[src/dcl_pkg.sv]
// ----------------------------------------------------------------------------
// DHCP client lease package
// Types, codes and helpers shared by the lease state machine modules.
// ----------------------------------------------------------------------------
package dcl_pkg;

    localparam int unsigned AddrW   = 32;
    localparam int unsigned QDepth  = 2;
    localparam int unsigned QIdxW   = $clog2(QDepth);
    localparam int unsigned QCntW   = $clog2(QDepth + 1);
    localparam int unsigned NumCfg  = 5;

    localparam logic [AddrW-1:0] LfsrTaps = 32'h8020_0003;
    localparam logic [AddrW-1:0] LfsrSeed = 32'h0000_0001;

    localparam logic [1:0] ActMessage = 2'd0;
    localparam logic [1:0] ActTick    = 2'd1;
    localparam logic [1:0] ActStart   = 2'd2;

    localparam logic [7:0] MsgOffer = 8'd2;
    localparam logic [7:0] MsgAck   = 8'd5;
    localparam logic [7:0] MsgNak   = 8'd6;

    localparam int unsigned FlagMask   = 0;
    localparam int unsigned FlagRouter = 1;
    localparam int unsigned FlagDns1   = 2;
    localparam int unsigned FlagDns2   = 3;

    typedef enum logic [2:0] {
        ST_IDLE       = 3'd0,
        ST_SELECTING  = 3'd1,
        ST_REQUESTING = 3'd2,
        ST_BOUND      = 3'd3,
        ST_RENEWING   = 3'd4
    } t_state;

    typedef enum logic [1:0] {
        SEND_NONE = 2'd0,
        SEND_DHCP = 2'd1,
        SEND_ARP  = 2'd2
    } t_send;

    typedef enum logic [2:0] {
        WK_NONE      = 3'd0,
        WK_OFFER     = 3'd1,
        WK_ACK       = 3'd2,
        WK_NAK       = 3'd3,
        WK_MSG_OTHER = 3'd4,
        WK_TICK      = 3'd5,
        WK_START     = 3'd6
    } t_kind;

    typedef struct packed {
        t_kind            kind;
        logic [AddrW-1:0] xid;
        logic             lease_ok;
        logic             router_ok;
        logic [3:0]       flags;
        logic [AddrW-1:0] address;
        logic [AddrW-1:0] server;
        logic [AddrW-1:0] mask;
        logic [AddrW-1:0] router;
        logic [AddrW-1:0] dns1;
        logic [AddrW-1:0] dns2;
        logic [AddrW-1:0] t1;
        logic [AddrW-1:0] t2;
    } t_work;

    function automatic logic [AddrW-1:0] lfsr_step(input logic [AddrW-1:0] cur);
        logic [AddrW-1:0] nxt;
        nxt = cur >> 1;
        if (cur[0]) begin
            nxt = nxt ^ LfsrTaps;
        end
        return nxt;
    endfunction

endpackage

[src/dcl_if.sv]
// ----------------------------------------------------------------------------
// DHCP client lease channels
// Request and result channels with valid/ready handshake.
// ----------------------------------------------------------------------------
interface dcl_req_if;
    logic        valid;
    logic        ready;
    logic [1:0]  action;
    logic [31:0] message_xid;
    logic [7:0]  message_type;
    logic [31:0] offered_address;
    logic [31:0] server_identity;
    logic [31:0] lease_seconds;
    logic [3:0]  option_flags;
    logic [31:0] mask_value;
    logic [31:0] router_value;
    logic [31:0] dns_first;
    logic [31:0] dns_second;

    modport source (
        output valid, action, message_xid, message_type, offered_address,
               server_identity, lease_seconds, option_flags, mask_value,
               router_value, dns_first, dns_second,
        input  ready
    );
    modport sink (
        input  valid, action, message_xid, message_type, offered_address,
               server_identity, lease_seconds, option_flags, mask_value,
               router_value, dns_first, dns_second,
        output ready
    );
endinterface

interface dcl_rsp_if;
    logic        valid;
    logic        ready;
    logic [2:0]  client_state;
    logic [1:0]  send_request;
    logic        restarted;
    logic [31:0] current_xid;
    logic [31:0] client_address;
    logic [31:0] client_mask;
    logic [31:0] gateway_address;
    logic [31:0] dns_primary;
    logic [31:0] dns_secondary;
    logic [31:0] lease_server;

    modport source (
        output valid, client_state, send_request, restarted, current_xid,
               client_address, client_mask, gateway_address, dns_primary,
               dns_secondary, lease_server,
        input  ready
    );
    modport sink (
        input  valid, client_state, send_request, restarted, current_xid,
               client_address, client_mask, gateway_address, dns_primary,
               dns_secondary, lease_server,
        output ready
    );
endinterface

[src/dcl_front.sv]
// ----------------------------------------------------------------------------
// DHCP client lease front end
// Classify each request and precompute lease checks and timer loads.
// ----------------------------------------------------------------------------
module dcl_front
    import dcl_pkg::*;
(
    dcl_req_if.sink          i_req,
    input  logic             i_q_ready,
    output logic             o_q_push,
    output t_work            o_work
);

    logic [AddrW+2:0] w_seven;
    logic [AddrW-1:0] w_half;
    logic [AddrW-1:0] w_t2;

    assign i_req.ready = i_q_ready;
    assign o_q_push    = i_req.valid & i_q_ready;

    // 7*lease as 8*lease - lease, exact in 35 bits
    assign w_seven = {i_req.lease_seconds, 3'b000} - {3'b000, i_req.lease_seconds};
    assign w_half  = i_req.lease_seconds >> 1;
    assign w_t2    = w_seven[AddrW+2:3];

    always_comb begin
        o_work.kind = WK_NONE;
        case (i_req.action)
            ActMessage: begin
                case (i_req.message_type)
                    MsgOffer: o_work.kind = WK_OFFER;
                    MsgAck:   o_work.kind = WK_ACK;
                    MsgNak:   o_work.kind = WK_NAK;
                    default:  o_work.kind = WK_MSG_OTHER;
                endcase
            end
            ActTick:  o_work.kind = WK_TICK;
            ActStart: o_work.kind = WK_START;
            default:  o_work.kind = WK_NONE;
        endcase
        o_work.xid       = i_req.message_xid;
        o_work.lease_ok  = (i_req.offered_address != '0) && (i_req.server_identity != '0)
                           && (i_req.lease_seconds != '0);
        o_work.router_ok = i_req.option_flags[FlagRouter] && (i_req.router_value != '0);
        o_work.flags     = i_req.option_flags;
        o_work.address   = i_req.offered_address;
        o_work.server    = i_req.server_identity;
        o_work.mask      = i_req.mask_value;
        o_work.router    = i_req.router_value;
        o_work.dns1      = i_req.dns_first;
        o_work.dns2      = i_req.dns_second;
        o_work.t1        = (w_half == '0) ? AddrW'(1) : w_half;
        o_work.t2        = (w_t2 == '0) ? AddrW'(1) : w_t2;
    end

endmodule

[src/dcl_queue.sv]
// ----------------------------------------------------------------------------
// DHCP client lease work queue
// Short FIFO of classified requests between front end and back end.
// ----------------------------------------------------------------------------
module dcl_queue
    import dcl_pkg::*;
(
    input  logic  i_clk,
    input  logic  i_rst_n,
    input  logic  i_push,
    input  t_work i_work,
    output logic  o_ready,
    output logic  o_valid,
    input  logic  i_pop,
    output t_work o_work
);

    t_work            r_mem [QDepth];
    logic [QIdxW-1:0] r_wr_ptr;
    logic [QIdxW-1:0] r_rd_ptr;
    logic [QCntW-1:0] r_count;
    logic [QIdxW-1:0] n_wr_ptr;
    logic [QIdxW-1:0] n_rd_ptr;
    logic [QCntW-1:0] n_count;
    logic             w_push;
    logic             w_pop;

    assign o_ready = (r_count != QCntW'(QDepth));
    assign o_valid = (r_count != '0);
    assign o_work  = r_mem[r_rd_ptr];
    assign w_push  = i_push & o_ready;
    assign w_pop   = i_pop & o_valid;

    always_comb begin
        n_wr_ptr = w_push ? ((r_wr_ptr == QIdxW'(QDepth - 1)) ? '0 : r_wr_ptr + 1'b1)
                          : r_wr_ptr;
        n_rd_ptr = w_pop  ? ((r_rd_ptr == QIdxW'(QDepth - 1)) ? '0 : r_rd_ptr + 1'b1)
                          : r_rd_ptr;
        n_count  = r_count + QCntW'(w_push) - QCntW'(w_pop);
    end

    always_ff @(posedge i_clk) begin
        if (!i_rst_n) begin
            r_wr_ptr <= '0;
            r_rd_ptr <= '0;
            r_count  <= '0;
        end else begin
            r_wr_ptr <= n_wr_ptr;
            r_rd_ptr <= n_rd_ptr;
            r_count  <= n_count;
        end
    end

    always_ff @(posedge i_clk) begin
        if (w_push) begin
            r_mem[r_wr_ptr] <= i_work;
        end
    end

endmodule

[src/dcl_back.sv]
// ----------------------------------------------------------------------------
// DHCP client lease back end
// Session state, lease timers and registered result per request.
// ----------------------------------------------------------------------------
module dcl_back
    import dcl_pkg::*;
(
    input  logic       i_clk,
    input  logic       i_rst_n,
    input  logic       i_valid,
    input  t_work      i_work,
    output logic       o_pop,
    dcl_rsp_if.source  o_rsp
);

    t_state           r_state;
    t_state           n_state;
    logic [AddrW-1:0] r_xid;
    logic [AddrW-1:0] n_xid;
    logic [AddrW-1:0] r_lfsr;
    logic [AddrW-1:0] n_lfsr;
    logic [AddrW-1:0] r_server;
    logic [AddrW-1:0] n_server;
    logic [AddrW-1:0] r_cfg [NumCfg];
    logic [AddrW-1:0] n_cfg [NumCfg];
    logic [AddrW-1:0] r_renew_cnt;
    logic [AddrW-1:0] n_renew_cnt;
    logic [AddrW-1:0] r_rebind_cnt;
    logic [AddrW-1:0] n_rebind_cnt;
    logic             r_renew_armed;
    logic             n_renew_armed;
    logic             r_rebind_armed;
    logic             n_rebind_armed;
    logic             r_out_valid;
    t_send            r_out_send;
    t_send            n_send;
    logic             r_out_restart;

    logic             w_pop;
    logic             w_xid_hit;
    logic [AddrW-1:0] w_rn_dec;
    logic [AddrW-1:0] w_rb_dec;
    logic             w_rn_fire;
    logic             w_rb_fire;
    logic             w_tick;
    logic             w_offer_go;
    logic             w_ack_go;
    logic             w_nak_go;
    logic             w_first;
    logic             w_restart;
    logic             w_offer_ok;
    logic             w_ack_ok;
    logic             w_renew_move;

    assign o_pop     = i_valid & (~r_out_valid | o_rsp.ready);
    assign w_pop     = o_pop;
    assign w_xid_hit = (i_work.xid == r_xid);
    assign w_tick    = w_pop && (i_work.kind == WK_TICK);

    assign w_rn_dec  = r_renew_cnt - AddrW'(r_renew_cnt != '0);
    assign w_rb_dec  = r_rebind_cnt - AddrW'(r_rebind_cnt != '0);
    assign w_rn_fire = r_renew_armed && (w_rn_dec == '0);
    assign w_rb_fire = r_rebind_armed && (w_rb_dec == '0);

    assign w_first    = (r_state == ST_REQUESTING);
    assign w_offer_go = w_pop && (i_work.kind == WK_OFFER) && w_xid_hit
                        && (r_state == ST_SELECTING);
    assign w_ack_go   = w_pop && (i_work.kind == WK_ACK) && w_xid_hit
                        && (w_first || (r_state == ST_RENEWING));
    assign w_nak_go   = w_pop && (i_work.kind == WK_NAK) && w_xid_hit
                        && (w_first || (r_state == ST_RENEWING));

    assign w_offer_ok = w_offer_go && i_work.lease_ok;
    assign w_ack_ok   = w_ack_go && i_work.lease_ok && (!w_first || i_work.router_ok);
    assign w_restart  = (w_pop && (i_work.kind == WK_START)) || (w_tick && w_rb_fire)
                        || (w_offer_go && !i_work.lease_ok) || (w_ack_go && !w_ack_ok)
                        || w_nak_go;
    assign w_renew_move = w_tick && w_rn_fire && (r_state == ST_BOUND);

    always_comb begin
        n_state = r_state;
        if (w_restart) begin
            n_state = ST_SELECTING;
        end else if (w_offer_ok) begin
            n_state = ST_REQUESTING;
        end else if (w_ack_ok) begin
            n_state = ST_BOUND;
        end else if (w_renew_move) begin
            n_state = ST_RENEWING;
        end
    end

    always_comb begin
        n_xid          = r_xid;
        n_lfsr         = r_lfsr;
        n_server       = r_server;
        n_cfg          = r_cfg;
        n_renew_cnt    = r_renew_cnt;
        n_rebind_cnt   = r_rebind_cnt;
        n_renew_armed  = r_renew_armed;
        n_rebind_armed = r_rebind_armed;
        n_send         = SEND_NONE;
        if (w_restart) begin
            n_lfsr         = lfsr_step(r_lfsr);
            n_xid          = n_lfsr;
            n_server       = '0;
            for (int i = 0; i < NumCfg; i++) begin
                n_cfg[i] = '0;
            end
            n_renew_cnt    = '0;
            n_rebind_cnt   = '0;
            n_renew_armed  = 1'b0;
            n_rebind_armed = 1'b0;
            n_send         = SEND_DHCP;
        end else if (w_offer_ok) begin
            n_server       = i_work.server;
            n_rebind_cnt   = i_work.t2;
            n_rebind_armed = 1'b1;
            n_send         = SEND_DHCP;
        end else if (w_ack_ok) begin
            n_server       = i_work.server;
            if (w_first) begin
                n_cfg[0] = i_work.address;
                n_cfg[2] = i_work.router;
                if (i_work.flags[FlagMask]) begin
                    n_cfg[1] = i_work.mask;
                end
                if (i_work.flags[FlagDns1]) begin
                    n_cfg[3] = i_work.dns1;
                end
                if (i_work.flags[FlagDns2]) begin
                    n_cfg[4] = i_work.dns2;
                end
            end
            n_renew_cnt    = i_work.t1;
            n_renew_armed  = 1'b1;
            n_rebind_cnt   = i_work.t2;
            n_rebind_armed = 1'b1;
            n_send         = SEND_ARP;
        end else if (w_tick) begin
            if (r_rebind_armed) begin
                n_rebind_cnt = w_rb_dec;
            end
            if (r_renew_armed) begin
                n_renew_cnt   = w_rn_dec;
                n_renew_armed = !w_rn_fire;
            end
            if (w_renew_move) begin
                n_send = SEND_DHCP;
            end
        end
    end

    always_ff @(posedge i_clk) begin
        if (!i_rst_n) begin
            r_state        <= ST_IDLE;
            r_xid          <= '0;
            r_lfsr         <= LfsrSeed;
            r_server       <= '0;
            for (int i = 0; i < NumCfg; i++) begin
                r_cfg[i] <= '0;
            end
            r_renew_cnt    <= '0;
            r_rebind_cnt   <= '0;
            r_renew_armed  <= 1'b0;
            r_rebind_armed <= 1'b0;
            r_out_valid    <= 1'b0;
        end else begin
            if (w_pop) begin
                r_state        <= n_state;
                r_xid          <= n_xid;
                r_lfsr         <= n_lfsr;
                r_server       <= n_server;
                r_cfg          <= n_cfg;
                r_renew_cnt    <= n_renew_cnt;
                r_rebind_cnt   <= n_rebind_cnt;
                r_renew_armed  <= n_renew_armed;
                r_rebind_armed <= n_rebind_armed;
                r_out_valid    <= 1'b1;
            end else if (o_rsp.ready) begin
                r_out_valid    <= 1'b0;
            end
        end
    end

    always_ff @(posedge i_clk) begin
        if (w_pop) begin
            r_out_send    <= n_send;
            r_out_restart <= w_restart;
        end
    end

    assign o_rsp.valid           = r_out_valid;
    assign o_rsp.client_state    = r_state;
    assign o_rsp.send_request    = r_out_send;
    assign o_rsp.restarted       = r_out_restart;
    assign o_rsp.current_xid     = r_xid;
    assign o_rsp.client_address  = r_cfg[0];
    assign o_rsp.client_mask     = r_cfg[1];
    assign o_rsp.gateway_address = r_cfg[2];
    assign o_rsp.dns_primary     = r_cfg[3];
    assign o_rsp.dns_secondary   = r_cfg[4];
    assign o_rsp.lease_server    = r_server;

endmodule

[src/dhcp_client_lease_fsm_core.sv]
// ----------------------------------------------------------------------------
// DHCP client lease state machine
// One client session: selecting, requesting, bound, renewing, lease timers.
// ----------------------------------------------------------------------------
//  port     dir  handshake     request
//  i_req    in   valid/ready   message, one-second tick or start
//  o_rsp    out  valid/ready   state, send code, restart flag, xid, lease info
//
//  One request per cycle sustained while o_rsp is ready; each result is
//  offered after its request passes the queue entry and the back end's
//  state update into the result register. A two-entry queue parts
//  classification from execution; the result register holds while o_rsp
//  stalls and the queue keeps taking requests until it is full. Reset is
//  synchronous and leaves the session idle.
// ----------------------------------------------------------------------------
module dhcp_client_lease_fsm_core
    import dcl_pkg::*;
(
    input  logic      i_clk,
    input  logic      i_rst_n,
    dcl_req_if.sink   i_req,
    dcl_rsp_if.source o_rsp
);

    logic  w_q_ready;
    logic  w_q_push;
    t_work w_front_work;
    logic  w_q_valid;
    logic  w_q_pop;
    t_work w_back_work;

    dcl_front u_front (
        .i_req     (i_req),
        .i_q_ready (w_q_ready),
        .o_q_push  (w_q_push),
        .o_work    (w_front_work)
    );

    dcl_queue u_queue (
        .i_clk   (i_clk),
        .i_rst_n (i_rst_n),
        .i_push  (w_q_push),
        .i_work  (w_front_work),
        .o_ready (w_q_ready),
        .o_valid (w_q_valid),
        .i_pop   (w_q_pop),
        .o_work  (w_back_work)
    );

    dcl_back u_back (
        .i_clk   (i_clk),
        .i_rst_n (i_rst_n),
        .i_valid (w_q_valid),
        .i_work  (w_back_work),
        .o_pop   (w_q_pop),
        .o_rsp   (o_rsp)
    );

endmodule

[src/flat_wrapper.sv]
// flat-port wrapper written by rule: the top's interface ports become plain ports
module dhcp_client_lease_fsm_core_flat import dcl_pkg::*;
  (i_clk, i_rst_n, i_req_valid, i_req_action, i_req_message_xid, i_req_message_type, i_req_offered_address, i_req_server_identity, i_req_lease_seconds, i_req_option_flags, i_req_mask_value, i_req_router_value, i_req_dns_first, i_req_dns_second, i_req_ready, o_rsp_valid, o_rsp_client_state, o_rsp_send_request, o_rsp_restarted, o_rsp_current_xid, o_rsp_client_address, o_rsp_client_mask, o_rsp_gateway_address, o_rsp_dns_primary, o_rsp_dns_secondary, o_rsp_lease_server, o_rsp_ready);
  dcl_req_if i_req_i ();
  dcl_rsp_if o_rsp_i ();
  input  logic i_clk;
  input  logic i_rst_n;
  input wire logic [$bits(i_req_i.valid)-1:0] i_req_valid;
  input wire logic [$bits(i_req_i.action)-1:0] i_req_action;
  input wire logic [$bits(i_req_i.message_xid)-1:0] i_req_message_xid;
  input wire logic [$bits(i_req_i.message_type)-1:0] i_req_message_type;
  input wire logic [$bits(i_req_i.offered_address)-1:0] i_req_offered_address;
  input wire logic [$bits(i_req_i.server_identity)-1:0] i_req_server_identity;
  input wire logic [$bits(i_req_i.lease_seconds)-1:0] i_req_lease_seconds;
  input wire logic [$bits(i_req_i.option_flags)-1:0] i_req_option_flags;
  input wire logic [$bits(i_req_i.mask_value)-1:0] i_req_mask_value;
  input wire logic [$bits(i_req_i.router_value)-1:0] i_req_router_value;
  input wire logic [$bits(i_req_i.dns_first)-1:0] i_req_dns_first;
  input wire logic [$bits(i_req_i.dns_second)-1:0] i_req_dns_second;
  output wire logic [$bits(i_req_i.ready)-1:0] i_req_ready;
  output wire logic [$bits(o_rsp_i.valid)-1:0] o_rsp_valid;
  output wire logic [$bits(o_rsp_i.client_state)-1:0] o_rsp_client_state;
  output wire logic [$bits(o_rsp_i.send_request)-1:0] o_rsp_send_request;
  output wire logic [$bits(o_rsp_i.restarted)-1:0] o_rsp_restarted;
  output wire logic [$bits(o_rsp_i.current_xid)-1:0] o_rsp_current_xid;
  output wire logic [$bits(o_rsp_i.client_address)-1:0] o_rsp_client_address;
  output wire logic [$bits(o_rsp_i.client_mask)-1:0] o_rsp_client_mask;
  output wire logic [$bits(o_rsp_i.gateway_address)-1:0] o_rsp_gateway_address;
  output wire logic [$bits(o_rsp_i.dns_primary)-1:0] o_rsp_dns_primary;
  output wire logic [$bits(o_rsp_i.dns_secondary)-1:0] o_rsp_dns_secondary;
  output wire logic [$bits(o_rsp_i.lease_server)-1:0] o_rsp_lease_server;
  input wire logic [$bits(o_rsp_i.ready)-1:0] o_rsp_ready;
  assign i_req_i.valid = i_req_valid;
  assign i_req_i.action = i_req_action;
  assign i_req_i.message_xid = i_req_message_xid;
  assign i_req_i.message_type = i_req_message_type;
  assign i_req_i.offered_address = i_req_offered_address;
  assign i_req_i.server_identity = i_req_server_identity;
  assign i_req_i.lease_seconds = i_req_lease_seconds;
  assign i_req_i.option_flags = i_req_option_flags;
  assign i_req_i.mask_value = i_req_mask_value;
  assign i_req_i.router_value = i_req_router_value;
  assign i_req_i.dns_first = i_req_dns_first;
  assign i_req_i.dns_second = i_req_dns_second;
  assign i_req_ready = i_req_i.ready;
  assign o_rsp_valid = o_rsp_i.valid;
  assign o_rsp_client_state = o_rsp_i.client_state;
  assign o_rsp_send_request = o_rsp_i.send_request;
  assign o_rsp_restarted = o_rsp_i.restarted;
  assign o_rsp_current_xid = o_rsp_i.current_xid;
  assign o_rsp_client_address = o_rsp_i.client_address;
  assign o_rsp_client_mask = o_rsp_i.client_mask;
  assign o_rsp_gateway_address = o_rsp_i.gateway_address;
  assign o_rsp_dns_primary = o_rsp_i.dns_primary;
  assign o_rsp_dns_secondary = o_rsp_i.dns_secondary;
  assign o_rsp_lease_server = o_rsp_i.lease_server;
  assign o_rsp_i.ready = o_rsp_ready;
  dhcp_client_lease_fsm_core u_core (.i_clk(i_clk), .i_rst_n(i_rst_n), .i_req(i_req_i), .o_rsp(o_rsp_i));
endmodule
[config.mk]
export PLATFORM = sky130hd
export DESIGN_NAME = dhcp_client_lease_fsm_core_flat
export DESIGN_NICKNAME = d
export VERILOG_FILES = /design/src/dcl_pkg.sv /design/src/dcl_if.sv /design/src/dcl_front.sv /design/src/dcl_queue.sv /design/src/dcl_back.sv /design/src/dhcp_client_lease_fsm_core.sv /design/src/flat_wrapper.sv
export SDC_FILE = /design/constraint.sdc
export NUM_CORES = 1
export LEC_CHECK = 0
export BUFFER_PORTS_ARGS = -buffer_cell sky130_fd_sc_hd__buf_4
export CAP_MARGIN = 20
export CORE_MARGIN = 2
export CORE_UTILIZATION = 58
export CTS_CLUSTER_DIAMETER = 80
export DETAILED_ROUTE_END_ITERATION = 12
export PLACE_DENSITY = 0.81
export SLEW_MARGIN = 20
export SYNTH_ARGS = -nofsm -noshare
export SYNTH_HDL_FRONTEND = slang
export SYNTH_SLANG_ARGS = --single-unit
[constraint.sdc]
create_clock -name i_clk -period 18.9 [get_ports i_clk]
set_input_delay 2.835 -clock i_clk [delete_from_list [all_inputs] [get_ports i_clk]]
set_output_delay 2.835 -clock i_clk [all_outputs]
set_load 0.05 [all_outputs]
==> reports/results.ini, run 1 <==
[run_status]
status = complete, no violations

[route]
detail-route-antenna-nets = 0
first_iter_violations = 1999
wl_per_cell_um = 22.91
drc = 0
postRouteWirelength_um = 92490
drtPass1Iterations = 5
vias = 24258
vias_per_cell = 6.007

[yosys]
synth_edf_count = 593
yosysWarnings = 0
synthMuxAreaShare = 0.08217
synth_cell_type_count = 93
yosys-top-cells-area = edfxtp_1 (48%), dfxtp_1 (16%), mux2i_1 (7.8%)
ys.flop_type = edfxtp_1
synthAdderAreaFrac = 0.01260
synth-simple-area-share = 0.08441
synth.avg_cell_area_um2 = 13.65
ys_async_sr_fraction = 0
synth_area_mm2 = 0.03674
synth_top_area_frac = 0.4846
syn_inst = 2692
yosys.area_share.xor_xnor = 0.02527
synth.yosys.seq_area_share = 0.6481
synth_nets = 3003
synth_top_cell_by_area = edfxtp_1
synth_top_family_by_area = compound AO/OA/AOI/OAI gates
ys_ff_latch = 893
synth_compound_area_frac = 0.1115

[setup_path]
reg2reg_depth = 13
path_max_fanout = 69
critical_path.most_common_cell = buf_4
critPathBufInv = 4
end_kind = flip-flop
crit_cells = 13
critical-path-slowest-cell = buf_4
crit_required_ns = 19.45
cpPeakStageDelay_ns = 0.84
cp_cell_sequence = buf_4 -> buf_4 -> mux2i_1 -> xnor2_1 -> nor4_1 -> nand4_1 -> nor4_2 -> and2_1 -> and2b_4 -> buf_4 -> buf_16 -> nor2_1 -> a211oi_2
setup.worst_path.class = reg2reg
timing.rr.end = u_core.u_back.o_rsp.gateway_address[21]
r2r_slack_ns = 12.52
arrival_ns = 6.93
crit_path_start_kind = flip-flop
cp_top_family = buffers and inverters

[floorplan]
core-area_mm2 = 0.06285
io_pins = 506
rows = 92
die_w_um = 255.7
start_util = 0.5846
die_area_mm2 = 0.06538
die_h_um = 255.7

[place]
gp_congestion = 0.8892
post-place-ws_ns = 11.89
hpwl_um = 62190
port-buffer-count = 505
place_inst = 3870

[timing]
period_share = 0.3375
tns_ns = 0
timing.final.max_slew_violations = 0
fin_crit_ns = 6.378
fmax_mhz = 156.8
worstMarginPinSlew_ns = 1.112
rsz0062_at_grt = false
setup_ws_ns = 12.52
setup-violations-final = 0
hold_viol = 0
fin_skew_ns = 0.02370
relSlewSlack = 0.2587

[global_routing]
grt_usage = 0.2756
grt_max_degree = 93
grt_pass1_wl_um = 141500
grt_pass1_vias = 24180
overflow = 0
antenna_found_initial = 3

[cts]
cts_resized = 0
path_clk_slew_ns = 0.06
ctsHoldBuffers = 0
clock-sinks = 893
cts_root_buf = clkbuf_16
cts_tree = yes
cts_max_path_buffers = 3
insertion_delay_ns = 0.66
cts_buffers = 88
cts_setup_buffers = 0
h-tree-depth = 3

[cells_and_area]
fin_cells = 4038
syn_to_final_growth_pct = 19.40
drive_above_1_share = 0.2480
num-fill-cells = 4303
nets = 3428

[job]
max_cap_viol_count = 0

[power]
power_density_mw_per_mm2 = 123.0
peakVddDrop_v = 0.00008663
leakage_nw = 16.05

[hold_path]
hold_start = u_core.u_back.o_rsp.lease_server[7]
min_path_type = reg2reg
holdPathStages = 1
hold_path_end = u_core.u_back.o_rsp.lease_server[7]

[cell usage after synthesis (57+ instances only)]
cell       count
a211oi_2      59
a21oi_1       70
clkbuf_1     115
dfxtp_1      300
edfxtp_1     593
inv_1         61
mux2i_1      287
nand2_1      101
nand3_1       57
nor2_1       170
nor4_1        59
o2bb2ai_1    129
xnor2_1       76
[state kept, by name (all words and copies together) (netlist names), 2 cells and up, named ones only]
name                                 flops
u_core.u_queue.r_mem                   590
u_core.u_back.o_rsp.client_address      32
u_core.u_back.o_rsp.client_mask         32
u_core.u_back.o_rsp.current_xid         32
u_core.u_back.o_rsp.dns_primary         32
u_core.u_back.o_rsp.dns_secondary       32
u_core.u_back.o_rsp.gateway_address     32
u_core.u_back.o_rsp.lease_server        32
u_core.u_back.r_rebind_cnt              32
u_core.u_back.r_renew_cnt               32
u_core.u_back.o_rsp.client_state         3
u_core.u_back.o_rsp.send_request         2
u_core.u_queue.r_count                   2
[cells by family after synthesis]
family	Yosys count
AOI/OAI and AO/OA	502
xor gates and xnor gates	106
adders and majority gates	37
buffers and inverters	269
DFF	893
muxes	300
and+or+nand+nor	585
[how the worst max path moves through the flow]
stage | from | end | slack, ns
finish | flip-flop | u_core.u_back.o_rsp.gateway_address[21] | 12.52
global route | flip-flop | u_core.u_back.o_rsp.gateway_address[3] | 12.21
CTS | flip-flop | u_core.u_back.o_rsp.gateway_address[21] | 12.30
detailed placement | i_req_valid | u_core.u_queue.r_mem[0][115] | 11.89
global placement | i_req_valid | u_core.u_queue.r_mem[0][178] | 12.00
floorplan | i_req_valid | u_core.u_queue.r_mem[0][0] | 2.77
[cells in the final DEF, fill, tap and decap left out, types with 59 or more instances in the layout]
cell / count
a21oi_1: 69
buf_4: 538
clkbuf_16: 89
dfxtp_1: 299
edfxtp_1: 593
inv_1: 61
mux2i_1: 287
nand2_1: 101
nor2_1: 168
nor4_1: 59
o2bb2ai_1: 129
xnor2_1: 76
[power breakdown]
group | total (mW) | leakage, nW | internal (mW) | switching, mW
logic | 1.21 | 6.62 | 0.470 | 0.740
clock network | 1.80 | 1.48 | 1.05 | 0.751
registers | 2.39 | 7.95 | 2.31 | 0.0739
total | 5.40 | 16.1 | 3.83 | 1.57
[metrics by stage]
stage	power (mW)	area [µm²]	util	hold slack, ns
after detailed placement	3.622	40790	0.6489	0.4474
after global routing	5.615	43870	0.6980	0.4737
after CTS	5.416	43780	0.6966	0.4665
after global placement	3.586	40790	0.6489	0.4472
final	5.398	43870	0.6980	0.4639
after floorplan	3.367	36740	-	0.4565
[worst register-to-register path: stages (launching register included)]
cell and delay, ns:
dfxtp_4 0.78, buf_4 0.72, buf_4 0.91, mux2i_1 0.39, xnor2_1 0.10, nor4_1 0.27
nand4_1 0.40, nor4_2 0.48, and2_1 0.32, and2b_4 0.65, buf_4 0.50, buf_16 0.34
nor2_1 0.18, a211oi_2 0.24
[per-layer routing]
layer,up-vias,track usage,part of all wire
li1,11109,-,-
met5,-,0,0.00013
met3,181,0.05625,0.069
met4,2,0.09389,0.032
met1,12036,0.3647,0.41
met2,930,0.4563,0.49
[area by class of cell]
type / instances / area, µm² / share of cell area
Clock buffer: 117 / 2422 / 0.05521
Tap cell: 846 / 1059 / 0.02413
Timing Repair Buffer: 541 / 4121 / 0.09395
Antenna cell: 2 / 5.005 / 0.0001141
Clock inverter: 46 / 574.3 / 0.01309
Inverter: 63 / 236.5 / 0.005390
Sequential cell: 893 / 23820 / 0.5429
Multi-Input combinational cell: 1530 / 11640 / 0.2652
Power figures use the tool's default switching activity.
==> run 2, diff against run 1 <==
--- a/config.mk
+++ b/config.mk
@@ -8,10 +8,10 @@
 export BUFFER_PORTS_ARGS = -buffer_cell sky130_fd_sc_hd__buf_4
 export CAP_MARGIN = 20
 export CORE_MARGIN = 2
-export CORE_UTILIZATION = 58
+export CORE_UTILIZATION = 52
 export CTS_CLUSTER_DIAMETER = 80
 export DETAILED_ROUTE_END_ITERATION = 12
-export PLACE_DENSITY = 0.81
+export PLACE_DENSITY = 0.77
 export SLEW_MARGIN = 20
 export SYNTH_ARGS = -nofsm -noshare
 export SYNTH_HDL_FRONTEND = slang
==> constraint.sdc (replaced) <==
create_clock -name i_clk -period 5.66 [get_ports i_clk]
set_input_delay 0.849 -clock i_clk [delete_from_list [all_inputs] [get_ports i_clk]]
set_output_delay 0.849 -clock i_clk [all_outputs]
set_load 0.05 [all_outputs]
==> run 2 against run 1 <==
Against the previous run: sequential power rose to 3.3 times the previous value; core utilization down 6.8 points; flip-flop and latch count unchanged; critical path type unchanged.
==> reports/results.ini, run 2 (synthesized netlist as in run 1, its figures left out) <==
[run_status]
status = complete, no violations

[timing]
hold_viol = 0  ; unchanged
rsz0062_at_grt = false
setup-violations-final = 0  ; unchanged
timing.final.max_slew_violations = 0  ; unchanged
tns_ns = 0  ; unchanged
worstMarginPinSlew_ns = 1.045  ; -0.06736 ns
fin_skew_ns = 0.05484  ; +0.03114 ns
fin_crit_ns = 5.229  ; -1.150 ns
relSlewSlack = 0.3036  ; +0.04490
setup_ws_ns = 0.4314  ; -12.09 ns
fmax_mhz = 191.3  ; +22%
period_share = 0.9238  ; +0.5863

[floorplan]
die_w_um = 269.8  ; +5.5%
io_pins = 506  ; unchanged
core-area_mm2 = 0.07003  ; +11%
die_area_mm2 = 0.07280  ; +11%
start_util = 0.5247  ; -0.05993
rows = 97  ; +5.4%
die_h_um = 269.8  ; +5.5%

[cts]
h-tree-depth = 3  ; unchanged
cts_tree = yes
cts_buffers = 91  ; +3.4%
path_clk_slew_ns = 0.06  ; about the same
clock-sinks = 893  ; unchanged
cts_root_buf = clkbuf_16
cts_max_path_buffers = 3  ; unchanged
cts_setup_buffers = 0  ; unchanged
insertion_delay_ns = 0.65  ; about the same

[power]
combPwrFrac = 0.226  ; +0.002
p_clk_frac = 0.330  ; -0.004
switching_power_mw = 5.254  ; +240%
intPower_mw = 12.70  ; +230%
power_density_mw_per_mm2 = 407.0  ; +230%
seqPwrFrac = 0.443  ; about the same
peakVddDrop_v = 0.0002909  ; +240%
power.share.switching = 0.2926  ; +0.002582
leakage_nw = 16.07  ; about the same

[hold_path]
min_path_type = in2reg
hold_start = i_req_mask_value[26]
holdPathStages = 1  ; unchanged
hold_path_end = u_core.u_queue.r_mem[1][185]

[cells_and_area]
nets = 3435  ; +0.20%
final_common_cell = edfxtp_1
most-common-layout-cells = edfxtp_1 (593), buf_4 (538), dfxtp_1 (299)
num-fill-cells = 5184  ; +20%
drive_above_1_share = 0.2495  ; +0.001491
multi_input_area_mm2 = 0.01167  ; +0.26%
syn_to_final_growth_pct = 20.07
top_register = u_core.u_queue.r_mem
seqCellArea_mm2 = 0.02382  ; unchanged
largest_reg_flops = 590  ; unchanged

[route]
wl_per_cell_um = 22.14  ; -3.3%
detail-route-antenna-nets = 0  ; unchanged
first_iter_violations = 1733  ; -13%
drtPass1Iterations = 7  ; +2
postRouteWirelength_um = 91860  ; -0.69%
drc = 0  ; unchanged
vias_per_cell = 5.762  ; -4.1%
vias = 23907  ; -1.4%

[setup_path]
cpPeakStageDelay_ns = 0.61  ; -0.23 ns
path_max_fanout = 42  ; -39%
crit_path_start_kind = flip-flop
reg2reg_depth = 16  ; +3
cp_cell_sequence = or4_4 -> nor4_4 -> and2b_1 -> nand2_1 -> ha_1 -> ha_1 -> or3b_4 -> nand2_1 -> a211o_1 -> a2111oi_0 -> nand4_1 -> a2111o_1 -> buf_4 -> nand2_8 -> nor2_1 -> a221oi_1
r2r_slack_ns = 0.43  ; -12.09 ns
crit_required_ns = 6.21  ; -13.24 ns
timing.rr.end = u_core.u_back.r_renew_cnt[15]
setup.worst_path.class = reg2reg
r2r-start = u_core.u_back.r_rebind_cnt[18]
critical-path-slowest-cell = or4_4
end_kind = flip-flop
arrival_ns = 5.78  ; -1.15 ns

[global_routing]
grt_max_degree = 115  ; +24%
grt_usage = 0.2463  ; -0.02932
grt_pass1_wl_um = 141100  ; -0.31%
overflow = 0  ; unchanged
grt_pass1_vias = 24228  ; +0.20%
antenna_found_initial = 5  ; +2

[job]
max_cap_viol_count = 0  ; unchanged

[place]
port-buffer-count = 505  ; unchanged
gp_congestion = 0.8903  ; +0.12%
hpwl_um = 62290  ; +0.16%
post-place-ws_ns = 0.2656  ; -11.62 ns

==> run 2: cell types whose count changed in the layout (fill, tap and decap cells not counted), moves of 4 or more <==
| cell | change |
|---|---|
| clkbuf_1 | +6 |
| buf_12 | +7 |
| clkinv_16 | +4 |
| diode_2 | +4 |
| clkinv_2 | -5 |
| inv_16 | -4 |
| clkbuf_8 | +4 |
| bufinv_16 | -6 |
==> run 2: through the flow <==
stage               hold WS [ns]  power, mW  cell area (µm²)    util  instances
floorplan                 0.4565      11.07            36770       -       2692
global placement          0.4475      12.03            41060  0.5864       3971
detailed placement        0.4479      12.12            41060  0.5864       3971
CTS                       0.3405      18.04            44090  0.6297       4143
global route              0.3407      18.73            44110  0.6300       4147
finish                    0.3712      17.96            44120  0.6300       4149
==> run 2: per-layer routing <==
metal,part of all wire,GRT usage,vias up
met5,0,0,-
met3,0.064,0.04979,155
li1,-,-,11142
met1,0.41,0.3192,11813
met4,0.030,0.08143,0
met2,0.49,0.4154,797
==> run 2: power by group through the flow <==
stage	sequential (mW)	combinational [mW]	clock [mW]
after floorplan	8.11	2.96	0
after detailed placement	8.10	4.02	0
after global placement	8.06	3.97	0
after global routing	8.02	4.41	6.30
after CTS	7.96	4.04	6.03
final	7.96	4.06	5.93
==> run 2: layout make-up <==
class	instances	area share
sequential	893	0.5398
multi-input combinational	1530	0.2644
timing repair buffer	545	0.09472
clock buffer	129	0.05780
tap	940	0.02666
clock inverter	43	0.01089
inverter	63	0.005360
antenna	6	0.0003403
==> run 2: worst max path at each step <==
stage | start | end | slack (ns) | cells after the start
detailed placement | u_core.u_back.r_rebind_cnt[18] | u_core.u_back.r_renew_cnt[16] | 0.27 | 16
CTS | u_core.u_back.r_rebind_cnt[18] | u_core.u_back.r_renew_cnt[22] | 0.26 | 16
global route | u_core.u_back.r_rebind_cnt[18] | u_core.u_back.r_renew_cnt[16] | 0.13 | 16
finish | u_core.u_back.r_rebind_cnt[18] | u_core.u_back.r_renew_cnt[15] | 0.43 | 16
floorplan | i_req_valid | u_core.u_queue.r_mem[0][0] | -0.03 | 2
global placement | u_core.u_back.r_rebind_cnt[18] | u_core.u_back.r_renew_cnt[16] | 0.32 | 16
==> run 2: repair_timing <==
| action | in CTS | in global routing |
|---|---|---|
| endpoints found under the hold margin | 0 | 0 |
| hold buffers | 0 | 0 |
| setup endpoints to repair | 0 | 7 |
| resized for setup | 0 | 2 |
==> run 2: worst max-delay path: cells and delay by family (launching register included) <==
| family | cells | cell delay (ns) |
|---|---|---|
| and+or+nand+nor | 9 | 2.42 |
| AOI/OAI and AO/OA | 4 | 1.54 |
| adders and majority gates | 2 | 0.47 |
| DFF | 1 | 0.40 |
| buffers and inverters | 1 | 0.30 |
